--- src/ipfd_pkg.sv ---
`default_nettype none
package ipfd_pkg;

	// accumulator and arithmetic widths
	localparam int ACC_W     = 32;
	localparam int E_W       = 18;
	localparam int OPA_W     = 20;
	localparam int GAIN_W    = 16;
	localparam int PROD_W    = OPA_W + GAIN_W + 1;
	localparam int ACC_SUM_W = ((ACC_W > PROD_W) ? ACC_W : PROD_W) + 1;

	localparam logic signed [ACC_SUM_W-1:0] ACC_MAX =
		{{(ACC_SUM_W-ACC_W+1){1'b0}}, {(ACC_W-1){1'b1}}};
	localparam logic signed [ACC_SUM_W-1:0] ACC_MIN = ~ACC_MAX;

	// 100.0 in Q.8
	localparam int FULL_SCALE_Q = 25600;

	// x/99 for x < 2^15 as (x * DIV99_MUL) >> DIV99_SHIFT
	localparam logic [15:0] DIV99_MUL   = 16'd42367;
	localparam int          DIV99_SHIFT = 22;

	// register indexes
	localparam logic [1:0] REG_SETPOINT = 2'd0;
	localparam logic [1:0] REG_PROP     = 2'd1;
	localparam logic [1:0] REG_INTEG    = 2'd2;
	localparam logic [1:0] REG_DERIV    = 2'd3;

	localparam logic [14:0] SETPOINT_RST = 15'd10240;
	localparam logic [15:0] PROP_RST     = 16'd256;
	localparam logic [15:0] INTEG_RST    = 16'd26;
	localparam logic [15:0] DERIV_RST    = 16'd512;

	// clamp codes
	localparam logic [1:0] CLAMP_NONE = 2'd0;
	localparam logic [1:0] CLAMP_HI   = 2'd1;
	localparam logic [1:0] CLAMP_LO   = 2'd2;

	// microcode fields
	localparam logic [1:0] COND_ALWAYS   = 2'd0;
	localparam logic [1:0] COND_IN_VALID = 2'd1;
	localparam logic [1:0] COND_OUT_FREE = 2'd2;

	localparam logic [1:0] A_ERR = 2'd0;
	localparam logic [1:0] A_D2  = 2'd1;
	localparam logic [1:0] A_SUM = 2'd2;

	localparam logic [1:0] B_KI = 2'd0;
	localparam logic [1:0] B_KD = 2'd1;
	localparam logic [1:0] B_KP = 2'd2;

	localparam logic [2:0] STEP_TAKE  = 3'd0;
	localparam logic [2:0] STEP_MUL_I = 3'd1;
	localparam logic [2:0] STEP_MUL_D = 3'd2;
	localparam logic [2:0] STEP_ADD_D = 3'd3;
	localparam logic [2:0] STEP_MUL_P = 3'd4;
	localparam logic [2:0] STEP_ACC   = 3'd5;
	localparam logic [2:0] STEP_OUT   = 3'd6;

	typedef struct packed {
		logic [1:0] cond;
		logic       jump;
		logic [2:0] target;
		logic       in_take;
		logic       load_err;
		logic       mul_en;
		logic [1:0] a_sel;
		logic [1:0] b_sel;
		logic       sum_add;
		logic       acc_upd;
		logic       out_load;
	} ipfd_ctrl_t;

	// datapath enables, already qualified by the step condition
	typedef struct packed {
		logic       load_err;
		logic       mul_en;
		logic [1:0] a_sel;
		logic [1:0] b_sel;
		logic       sum_add;
		logic       acc_upd;
		logic       out_load;
	} ipfd_en_t;

	typedef struct packed {
		logic in_valid;
		logic out_free;
	} ipfd_stat_t;

	function automatic ipfd_ctrl_t ipfd_rom(input logic [2:0] pc);
		ipfd_ctrl_t cw;
		cw = '0;
		unique case (pc)
			STEP_TAKE: begin
				cw.cond     = COND_IN_VALID;
				cw.in_take  = 1'b1;
				cw.load_err = 1'b1;
			end
			STEP_MUL_I: begin
				cw.mul_en = 1'b1;
				cw.a_sel  = A_ERR;
				cw.b_sel  = B_KI;
			end
			STEP_MUL_D: begin
				cw.mul_en  = 1'b1;
				cw.a_sel   = A_D2;
				cw.b_sel   = B_KD;
				cw.sum_add = 1'b1;
			end
			STEP_ADD_D: begin
				cw.sum_add = 1'b1;
			end
			STEP_MUL_P: begin
				cw.mul_en = 1'b1;
				cw.a_sel  = A_SUM;
				cw.b_sel  = B_KP;
			end
			STEP_ACC: begin
				cw.acc_upd = 1'b1;
			end
			STEP_OUT: begin
				cw.cond     = COND_OUT_FREE;
				cw.out_load = 1'b1;
				cw.jump     = 1'b1;
				cw.target   = STEP_TAKE;
			end
			default: begin
				cw.jump   = 1'b1;
				cw.target = STEP_TAKE;
			end
		endcase
		return cw;
	endfunction

endpackage
`default_nettype wire

--- src/ipfd_in_if.sv ---
`default_nettype none
interface ipfd_in_if;
	logic               valid;
	logic               ready;
	logic signed [15:0] temp_sample;

	modport source (output valid, output temp_sample, input ready);
	modport sink   (input valid, input temp_sample, output ready);
endinterface
`default_nettype wire

--- src/ipfd_out_if.sv ---
`default_nettype none
interface ipfd_out_if;
	logic       valid;
	logic       ready;
	logic [7:0] fan_duty;
	logic [1:0] clamp_code;

	modport source (output valid, output fan_duty, output clamp_code, input ready);
	modport sink   (input valid, input fan_duty, input clamp_code, output ready);
endinterface
`default_nettype wire

--- src/ipfd_seq.sv ---
`default_nettype none
module ipfd_seq (
	input  wire logic                 clk,
	input  wire logic                 arst_n,
	input  wire ipfd_pkg::ipfd_stat_t st,
	output ipfd_pkg::ipfd_en_t        en,
	output logic                      in_ready
);

	logic [2:0]           pc_q;
	logic [2:0]           pc_d;
	ipfd_pkg::ipfd_ctrl_t cw;
	logic                 go;

	assign cw = ipfd_pkg::ipfd_rom(pc_q);

	always_comb begin
		unique case (cw.cond)
			ipfd_pkg::COND_ALWAYS:   go = 1'b1;
			ipfd_pkg::COND_IN_VALID: go = st.in_valid;
			ipfd_pkg::COND_OUT_FREE: go = st.out_free;
			default:                 go = 1'b0;
		endcase
	end

	always_comb begin
		if (!go) begin
			pc_d = pc_q;
		end else if (cw.jump) begin
			pc_d = cw.target;
		end else begin
			pc_d = pc_q + 3'd1;
		end
	end

	always_ff @(posedge clk or negedge arst_n) begin
		if (!arst_n) begin
			pc_q <= ipfd_pkg::STEP_TAKE;
		end else begin
			pc_q <= pc_d;
		end
	end

	assign in_ready    = cw.in_take;
	assign en.load_err = cw.load_err & go;
	assign en.mul_en   = cw.mul_en & go;
	assign en.a_sel    = cw.a_sel;
	assign en.b_sel    = cw.b_sel;
	assign en.sum_add  = cw.sum_add & go;
	assign en.acc_upd  = cw.acc_upd & go;
	assign en.out_load = cw.out_load & go;

`ifndef SYNTHESIS
	// step counter stays inside the program
	a_pc_range: assert property (@(posedge clk) disable iff (!arst_n)
		pc_q <= ipfd_pkg::STEP_OUT)
		else $error("sequencer left the program");
`endif

endmodule
`default_nettype wire

--- src/ipfd_dp.sv ---
`default_nettype none
module ipfd_dp (
	input  wire logic               clk,
	input  wire logic               arst_n,
	input  wire logic               cfg_we,
	input  wire logic [1:0]         cfg_idx,
	input  wire logic [15:0]        cfg_data,
	input  wire ipfd_pkg::ipfd_en_t en,
	input  wire logic signed [15:0] temp_sample,
	input  wire logic               out_ready,
	output logic                    out_valid,
	output logic [7:0]              fan_duty,
	output logic [1:0]              clamp_code,
	output logic                    out_free
);

	localparam int AW = ipfd_pkg::ACC_W;
	localparam int SW = ipfd_pkg::ACC_SUM_W;
	localparam int PW = ipfd_pkg::PROD_W;
	localparam int EW = ipfd_pkg::E_W;
	localparam int OW = ipfd_pkg::OPA_W;
	localparam int GW = ipfd_pkg::GAIN_W;

	// configuration
	logic [14:0]   sp_q;
	logic [GW-1:0] kp_q;
	logic [GW-1:0] ki_q;
	logic [GW-1:0] kd_q;

	// controller state
	logic signed [EW-1:0] e1_q;
	logic signed [EW-1:0] e2_q;
	logic signed [AW-1:0] acc_q;

	// working registers
	logic signed [EW-1:0] err_q;
	logic signed [OW-1:0] d2_q;
	logic signed [OW-1:0] sum_q;
	logic signed [PW-1:0] prod_q;
	logic                 out_valid_q;
	logic [7:0]           duty_q;
	logic [1:0]           code_q;

	always_ff @(posedge clk or negedge arst_n) begin
		if (!arst_n) begin
			sp_q <= ipfd_pkg::SETPOINT_RST;
			kp_q <= ipfd_pkg::PROP_RST;
			ki_q <= ipfd_pkg::INTEG_RST;
			kd_q <= ipfd_pkg::DERIV_RST;
		end else if (cfg_we) begin
			unique case (cfg_idx)
				ipfd_pkg::REG_SETPOINT: sp_q <= cfg_data[14:0];
				ipfd_pkg::REG_PROP:     kp_q <= cfg_data;
				ipfd_pkg::REG_INTEG:    ki_q <= cfg_data;
				ipfd_pkg::REG_DERIV:    kd_q <= cfg_data;
				default:                sp_q <= sp_q;
			endcase
		end
	end

	// error, first and second differences
	logic signed [EW-1:0] err_d;
	logic signed [EW:0]   d1;
	logic signed [EW:0]   d1_b;
	logic signed [EW:0]   tch;
	logic signed [OW-1:0] d2_d;

	always_comb begin
		err_d = {3'b000, sp_q} - {{(EW-16){temp_sample[15]}}, temp_sample};
		d1    = {err_d[EW-1], err_d} - {e1_q[EW-1], e1_q};
		d1_b  = d1 + (d1[EW] ? (EW+1)'(255) : (EW+1)'(0));
		tch   = d1_b >>> 8;
		d2_d  = {{(OW-EW){err_d[EW-1]}}, err_d}
		      - {{(OW-EW-1){e1_q[EW-1]}}, e1_q, 1'b0}
		      + {{(OW-EW){e2_q[EW-1]}}, e2_q};
	end

	// shared multiplier
	logic signed [OW-1:0] opa;
	logic [GW-1:0]        opb;
	logic signed [PW-1:0] prod_d;

	always_comb begin
		unique case (en.a_sel)
			ipfd_pkg::A_ERR: opa = {{(OW-EW){err_q[EW-1]}}, err_q};
			ipfd_pkg::A_D2:  opa = d2_q;
			ipfd_pkg::A_SUM: opa = sum_q;
			default:         opa = sum_q;
		endcase
		unique case (en.b_sel)
			ipfd_pkg::B_KI: opb = ki_q;
			ipfd_pkg::B_KD: opb = kd_q;
			ipfd_pkg::B_KP: opb = kp_q;
			default:        opb = kp_q;
		endcase
		prod_d = opa * $signed({1'b0, opb});
	end

	// whole degrees of a signed Q21.16 product, toward zero
	logic signed [PW-1:0] prod_b;
	logic signed [PW-1:0] t16;

	always_comb begin
		prod_b = prod_q + (prod_q[PW-1] ? PW'(65535) : PW'(0));
		t16    = prod_b >>> 16;
	end

	// saturating accumulate
	logic signed [SW-1:0] acc_sum;
	logic signed [AW-1:0] acc_d;

	always_comb begin
		acc_sum = {{(SW-AW){acc_q[AW-1]}}, acc_q} + {{(SW-PW){prod_q[PW-1]}}, prod_q};
		priority if (acc_sum > ipfd_pkg::ACC_MAX) begin
			acc_d = ipfd_pkg::ACC_MAX[AW-1:0];
		end else if (acc_sum < ipfd_pkg::ACC_MIN) begin
			acc_d = ipfd_pkg::ACC_MIN[AW-1:0];
		end else begin
			acc_d = acc_sum[AW-1:0];
		end
	end

	// duty mapping: whole*255/99 via reciprocal
	logic [6:0]  whole;
	logic [14:0] scaled;
	logic [30:0] qprod;
	logic [8:0]  quot;
	logic        over;
	logic [7:0]  duty_d;
	logic [1:0]  code_d;

	always_comb begin
		whole  = acc_q[14:8];
		scaled = {whole, 8'b0} - {8'b0, whole};
		qprod  = 31'(scaled) * 31'(ipfd_pkg::DIV99_MUL);
		quot   = qprod[30:ipfd_pkg::DIV99_SHIFT];
		over   = acc_q > AW'(ipfd_pkg::FULL_SCALE_Q);
		priority if (over) begin
			duty_d = 8'd255;
			code_d = ipfd_pkg::CLAMP_HI;
		end else if (acc_q[AW-1]) begin
			duty_d = 8'd0;
			code_d = ipfd_pkg::CLAMP_LO;
		end else begin
			duty_d = quot[8] ? 8'd255 : quot[7:0];
			code_d = ipfd_pkg::CLAMP_NONE;
		end
	end

	always_ff @(posedge clk or negedge arst_n) begin
		if (!arst_n) begin
			e1_q        <= '0;
			e2_q        <= '0;
			acc_q       <= '0;
			out_valid_q <= 1'b0;
		end else begin
			if (en.acc_upd) begin
				acc_q <= acc_d;
				e2_q  <= e1_q;
				e1_q  <= err_q;
			end
			if (en.out_load) begin
				out_valid_q <= 1'b1;
			end else if (out_ready) begin
				out_valid_q <= 1'b0;
			end
		end
	end

	always_ff @(posedge clk) begin
		if (en.load_err) begin
			err_q <= err_d;
			d2_q  <= d2_d;
			sum_q <= {tch[EW], tch};
		end else if (en.sum_add) begin
			sum_q <= sum_q + t16[OW-1:0];
		end
		if (en.mul_en) begin
			prod_q <= prod_d;
		end
		if (en.out_load) begin
			duty_q <= duty_d;
			code_q <= code_d;
		end
	end

	assign out_free   = !out_valid_q || out_ready;
	assign out_valid  = out_valid_q;
	assign fan_duty   = duty_q;
	assign clamp_code = code_q;

`ifndef SYNTHESIS
	a_out_slot: assert property (@(posedge clk) disable iff (!arst_n)
		en.out_load |-> (!out_valid_q || out_ready))
		else $error("result loaded over a pending transaction");

	a_clamp_duty: assert property (@(posedge clk) disable iff (!arst_n)
		out_valid_q |-> ((code_q == ipfd_pkg::CLAMP_HI && duty_q == 8'd255)
			|| (code_q == ipfd_pkg::CLAMP_LO && duty_q == 8'd0)
			|| code_q == ipfd_pkg::CLAMP_NONE))
		else $error("clamp code disagrees with duty");

	a_err_shift: assert property (@(posedge clk) disable iff (!arst_n)
		en.acc_upd |=> (e1_q == $past(err_q) && e2_q == $past(e1_q)))
		else $error("error history not shifted");
`endif

endmodule
`default_nettype wire

--- src/incremental_pid_fan_duty_top.sv ---
`default_nettype none
// Incremental PID fan duty: temperature sample in, PWM duty and clamp code out.
// The microcode program (7 steps through one shared 20x17 multiplier) works on
//   one sample at a time; a new sample is taken only after the last result has
//   been loaded into the output register.
// Reset (arst_n low, async): registers return to their defaults, error history
//   and accumulator clear, sequencer goes to its input step, no result pending.
module incremental_pid_fan_duty_top (
	input  wire logic   clk,
	input  wire logic   arst_n,
	input  wire logic   cfg_we,
	input  wire logic [1:0]  cfg_idx,
	input  wire logic [15:0] cfg_data,
	ipfd_in_if.sink     in_ch,
	ipfd_out_if.source  out_ch
);

	// Sequencer walks the microcode ROM:
	//   take sample and form error terms, Ki*e, Kd*d2 (+ add Ki term),
	//   add Kd term, Kp*sum, saturating accumulate, then map to duty and
	//   hand over once the output register is free.
	ipfd_pkg::ipfd_en_t   en;
	ipfd_pkg::ipfd_stat_t st;
	logic                 out_free;
	logic                 in_ready;

	assign st.in_valid = in_ch.valid;
	assign st.out_free = out_free;
	assign in_ch.ready = in_ready;

	ipfd_seq u_seq (
		.clk      (clk),
		.arst_n   (arst_n),
		.st       (st),
		.en       (en),
		.in_ready (in_ready)
	);

	// Datapath: config registers, error history, shared multiplier,
	// accumulator and an output register that holds the pending transaction
	// so the next sample can be worked on while it waits.
	ipfd_dp u_dp (
		.clk         (clk),
		.arst_n      (arst_n),
		.cfg_we      (cfg_we),
		.cfg_idx     (cfg_idx),
		.cfg_data    (cfg_data),
		.en          (en),
		.temp_sample (in_ch.temp_sample),
		.out_ready   (out_ch.ready),
		.out_valid   (out_ch.valid),
		.fan_duty    (out_ch.fan_duty),
		.clamp_code  (out_ch.clamp_code),
		.out_free    (out_free)
	);

endmodule
`default_nettype wire
--- src/flat_wrapper.sv ---
// flat-port wrapper written by rule: the top's interface ports become plain ports
module incremental_pid_fan_duty_top_flat 
  (clk, arst_n, cfg_we, cfg_idx, cfg_data, in_ch_valid, in_ch_temp_sample, in_ch_ready, out_ch_valid, out_ch_fan_duty, out_ch_clamp_code, out_ch_ready);
  ipfd_in_if in_ch_i ();
  ipfd_out_if out_ch_i ();
  input  wire logic clk;
  input  wire logic arst_n;
  input  wire logic cfg_we;
  input  wire logic [1:0] cfg_idx;
  input  wire logic [15:0] cfg_data;
  input wire logic [$bits(in_ch_i.valid)-1:0] in_ch_valid;
  input wire logic [$bits(in_ch_i.temp_sample)-1:0] in_ch_temp_sample;
  output wire logic [$bits(in_ch_i.ready)-1:0] in_ch_ready;
  output wire logic [$bits(out_ch_i.valid)-1:0] out_ch_valid;
  output wire logic [$bits(out_ch_i.fan_duty)-1:0] out_ch_fan_duty;
  output wire logic [$bits(out_ch_i.clamp_code)-1:0] out_ch_clamp_code;
  input wire logic [$bits(out_ch_i.ready)-1:0] out_ch_ready;
  assign in_ch_i.valid = in_ch_valid;
  assign in_ch_i.temp_sample = in_ch_temp_sample;
  assign in_ch_ready = in_ch_i.ready;
  assign out_ch_valid = out_ch_i.valid;
  assign out_ch_fan_duty = out_ch_i.fan_duty;
  assign out_ch_clamp_code = out_ch_i.clamp_code;
  assign out_ch_i.ready = out_ch_ready;
  incremental_pid_fan_duty_top u_core (.clk(clk), .arst_n(arst_n), .cfg_we(cfg_we), .cfg_idx(cfg_idx), .cfg_data(cfg_data), .in_ch(in_ch_i), .out_ch(out_ch_i));
endmodule
--- config.mk ---
export PLATFORM = sky130hd
export DESIGN_NAME = incremental_pid_fan_duty_top_flat
export DESIGN_NICKNAME = d
export VERILOG_FILES = /design/src/ipfd_pkg.sv /design/src/ipfd_in_if.sv /design/src/ipfd_out_if.sv /design/src/ipfd_seq.sv /design/src/ipfd_dp.sv /design/src/incremental_pid_fan_duty_top.sv /design/src/flat_wrapper.sv
export SDC_FILE = /design/constraint.sdc
export NUM_CORES = 2
export LEC_CHECK = 0
export ABC_AREA = 1
export BUFFER_PORTS_ARGS = -buffer_cell sky130_fd_sc_hd__buf_2
export CORE_ASPECT_RATIO = 0.5
export CORE_MARGIN = 2
export CORE_UTILIZATION = 45
export DETAILED_ROUTE_END_ITERATION = 6
export PLACE_DENSITY_LB_ADDON = 0.1
export SLEW_MARGIN = 25
export SYNTH_ARGS = -nofsm -noshare
export SYNTH_HDL_FRONTEND = slang
export SYNTH_SLANG_ARGS = --single-unit
--- constraint.sdc ---
create_clock -name clk -period 8.2 [get_ports clk]
set_input_delay 0.82 -clock clk [delete_from_list [all_inputs] [get_ports clk]]
set_output_delay 0.82 -clock clk [all_outputs]
set_load 0.02 [all_outputs]
==> metrics.md <==
| Metric | Value |
|---|---|
| Worst setup skew after layout | between 0.02 and 0.025 ns |
| Input/output buffers | 50 |
| Final core utilization | 49.2% |
| Total DRC errors in the routed layout | 0 |
| Wire length per cell | about 18 µm |
| Worst Setup End Kind | flip-flop |
| Tcrit/Tclk final | around 96% |
| Required time of the critical path | roughly 8.5 ns |
| Count of max-cap constraint violations | 0 |
| Share of synthesized area occupied by flip-flops and latches | roughly a fifth |
| RSZ-0062 raised after global routing | false |
| Clk root buf | sky130_fd_sc_hd__clkbuf_16 |
| DIE AREA | between 70000 and 80000 µm² |
| Outcome | finished, final reports clean |
| Detail Placement HPWL | 80600 µm |
| Number of antenna violations at the first check in global routing | 1 |
| Max_slew headroom | about a third |
| CTS clk-pin slew, worst paths | 0.06 ns |
| H-tree depth | 1 |
| Floorplan row count | 70 |
| Initial DRC count | roughly 1900 |
| Layout cells sized above 1 | 5.49% |
| Critical Path Fanout Max | 18 |
| I/O pin total | slightly above 50 |
| WP data arrival | just over 8 ns |
| Final setup violation count | 0 |
| Floorplan die height | 197 µm |
| Post-Syn Area per Cell | 7.97 µm² |
| Register bit total from synthesis | around 240 |
| Number of buffers created by CTS | 27 |
| Vias per Instance | 5.17 |
| EDFF count, synth | about 100 |
| Clock tree from TritonCTS | yes |
| Layout net count | 5087 |
| Number of global-route vias before repair | 27500 |
| Most frequent cells in the layout | 934 x sky130_fd_sc_hd__nand2_1, 851 x sky130_fd_sc_hd__inv_1, 421 x sky130_fd_sc_hd__fa_1, 351 x sky130_fd_sc_hd__ha_1, 346 x sky130_fd_sc_hd__nor2_1 |
| Post-synthesis net count | roughly 5000 |
| Worst-case setup slack after placement | about 0.36 ns |
| Syn Inst Count | 4222 |
| Synth Cell Area | about 34000 µm² |
| Total number of vias | around 27000 |
| Final Hold Fails | 0 |
| Critical Path Source | u_core.u_seq.pc_q[0] |
| Max Freq | 128 MHz |
| Worst-path cell with the longest stage delay | sky130_fd_sc_hd__fa_1 |
| Reg2reg setup slack | 0.37 ns |
| Width of the die | about 390 µm |
| Total Negative Setup Slacks | 0 ns |
| Worst Tran Pin Value | roughly 0.99 ns |
| First-pass iteration count of the detailed router | 5 |
| Worst min-delay path category | in -> async |
| Async set-reset flop share out of synthesis | approximately 56% |
| Synth warnings | 0 |
| Slowest Stage Delay on Critical Path | 0.53 ns |
| Reg-to-Reg Start | u_core.u_seq.pc_q[0] |
| Total congestion overflow | 0 |
| Start-to-end type of the worst setup path | reg -> reg |
| Worst reg-to-reg path cell count | 31 |
| Total routed wirelength | about 96000 µm |
| Final count of pins violating max slew | 0 |
| First-pass GRT wire length | 153000 µm |
| Core area | roughly 74000 µm² |
| Distinct cells, synth | 57 |
| Initial Utilization | 45.7% |
| Filler instances | 7353 |
| Most common cell after layout, fill and taps aside | sky130_fd_sc_hd__nand2_1 |
| Final critical-path required period | slightly below 8 ns |
| Number of buffers on the longest clock path | 3 |
| TritonCTS sink count | 237 |
| Clock latency on the worst-skew pair | about 0.61 ns |
| Area added between synthesis and finish | 7.57% |
| Global router's overall resource usage | between 20% and 30% |
| Startpoint types | flip-flop |
| Maximum number of pins on one net before global-route repair | 79 |
| R2r endpoint | u_core.u_dp.prod_q[35] |
| Predominant post-synthesis flop cell | sky130_fd_sc_hd__dfrtp_1 |
| Final RePlAce weighted congestion | about 0.95 |
| Antenna-violating nets left | 0 |
| PnR worst setup slack | ~0.37 ns |
Yosys cell counts (8+ instances only):
library cell	number	area share [%]
sky130_fd_sc_hd__a21o_1	14	0.31
sky130_fd_sc_hd__nand3b_1	9	0.20
sky130_fd_sc_hd__nand2_1	934	10
sky130_fd_sc_hd__nor2_1	348	3.9
sky130_fd_sc_hd__a21oi_1	234	3.5
sky130_fd_sc_hd__o21bai_1	11	0.25
sky130_fd_sc_hd__edfxtp_1	104	9.3
sky130_fd_sc_hd__nand3_1	136	2.0
sky130_fd_sc_hd__nor4_1	13	0.24
sky130_fd_sc_hd__o21ai_0	230	3.4
sky130_fd_sc_hd__dfrtp_1	126	9.4
sky130_fd_sc_hd__fa_1	421	25
sky130_fd_sc_hd__nor3_1	30	0.45
sky130_fd_sc_hd__clkbuf_1	47	0.52
sky130_fd_sc_hd__nand2_2	16	0.30
sky130_fd_sc_hd__a31oi_1	25	0.46
sky130_fd_sc_hd__a21oi_2	8	0.21
sky130_fd_sc_hd__buf_2	25	0.37
sky130_fd_sc_hd__inv_2	9	0.10
sky130_fd_sc_hd__xor2_1	92	2.4
sky130_fd_sc_hd__inv_1	857	9.6
sky130_fd_sc_hd__ha_1	351	13
sky130_fd_sc_hd__nand4_1	21	0.39
sky130_fd_sc_hd__xnor2_1	51	1.3
area by class of cell:
| type | count | area, µm² | area share, % |
|---|---|---|---|
| multi-input cells | 3032 | 23600 | 65.2 |
| flip-flops and latches | 237 | 6460 | 17.8 |
| inverters | 870 | 3280 | 9.07 |
| well taps | 972 | 1220 | 3.36 |
| repair buffers | 108 | 728 | 2.01 |
| clock buffers | 33 | 708 | 1.96 |
| clock inverters | 17 | 210 | 0.581 |
| diodes | 1 | 2.50 | 0.00691 |
through the flow:
stage | instance area [µm²] | hold WS [ns] | instances
global placement | 35200 | 0.467 | 5214
finish | 36200 | 0.215 | 5270
CTS | 36100 | 0.192 | 5265
floorplan | 33700 | 0.453 | 4222
global route | 36200 | 0.258 | 5269
detailed placement | 35200 | 0.473 | 5215
routing by layer:
| metal | vias up | part of all wire, % | track usage (%) |
|---|---|---|---|
| met5 | - | 0 | 0 |
| met4 | 0 | 2.6 | 6.46 |
| met3 | 117 | 5.9 | 4.13 |
| met2 | 683 | 45 | 41.4 |
| met1 | 13200 | 46 | 35.6 |
| li1 | 13300 | - | - |
worst max-delay path by stage:
stage,endpoint,slack [ns]
final,u_core.u_dp.prod_q[35],0.37
after global routing,u_core.u_dp.prod_q[35],0.003
after CTS,u_core.u_dp.prod_q[35],0.33
after detailed placement,u_core.u_dp.prod_q[35],0.36
after global placement,u_core.u_dp.prod_q[35],0.37
after floorplan,u_core.u_dp.prod_q[36],1.09
kinds of logic after synthesis:
| group | count (synthesis) | share of synthesized area (%) |
|---|---|---|
| buf+inv | 953 | 10.9 |
| compound gates | 581 | 9.49 |
| simple gates | 1535 | 18.6 |
| flops | 237 | 19.2 |
| xor+xnor | 144 | 3.77 |
| fa+ha+maj | 772 | 38.1 |
worst max-delay path: cells and delay by family, from the launching register on:
| kind | cells | cell delay, ns |
|---|---|---|
| AO/OA/AOI/OAI | 9 | 1.80 |
| XOR/XNOR | 1 | 0.15 |
| adder cells (fa/ha/maj) | 8 | 3.48 |
| buffers and inverters | 11 | 1.49 |
| flip-flops | 1 | 0.42 |
| AND/OR/NAND/NOR | 2 | 0.21 |
repair_timing:
action	CTS	global route
resized for setup	0	7
hold buffers	0	0
endpoints found under the setup margin	0	3
setup buffers	0	4
registers in the layout, indices dropped and copies added (netlist names):
| register | count |
|---|---|
| u_core.u_dp.fan_duty | 8 |
| u_core.u_dp.out_valid | 1 |
| u_core.u_dp.d2_q | 20 |
| u_core.u_dp.e2_q | 17 |
| u_core.u_dp.kd_q | 16 |
| u_core.u_dp.kp_q | 16 |
| u_core.u_dp.sp_q | 15 |
| u_core.u_dp.ki_q | 16 |
| u_core.u_dp.err_q | 17 |
| u_core.u_seq.pc_q | 3 |
| u_core.u_dp.clamp_code | 2 |
| u_core.u_dp.e1_q | 17 |
| u_core.u_dp.sum_q | 20 |
| u_core.u_dp.prod_q | 37 |
| u_core.u_dp.acc_q | 32 |
Power is left out: the tool's default activity adds up to more than one toggle a clock period on the data nets, which glitch-free logic cannot reach.
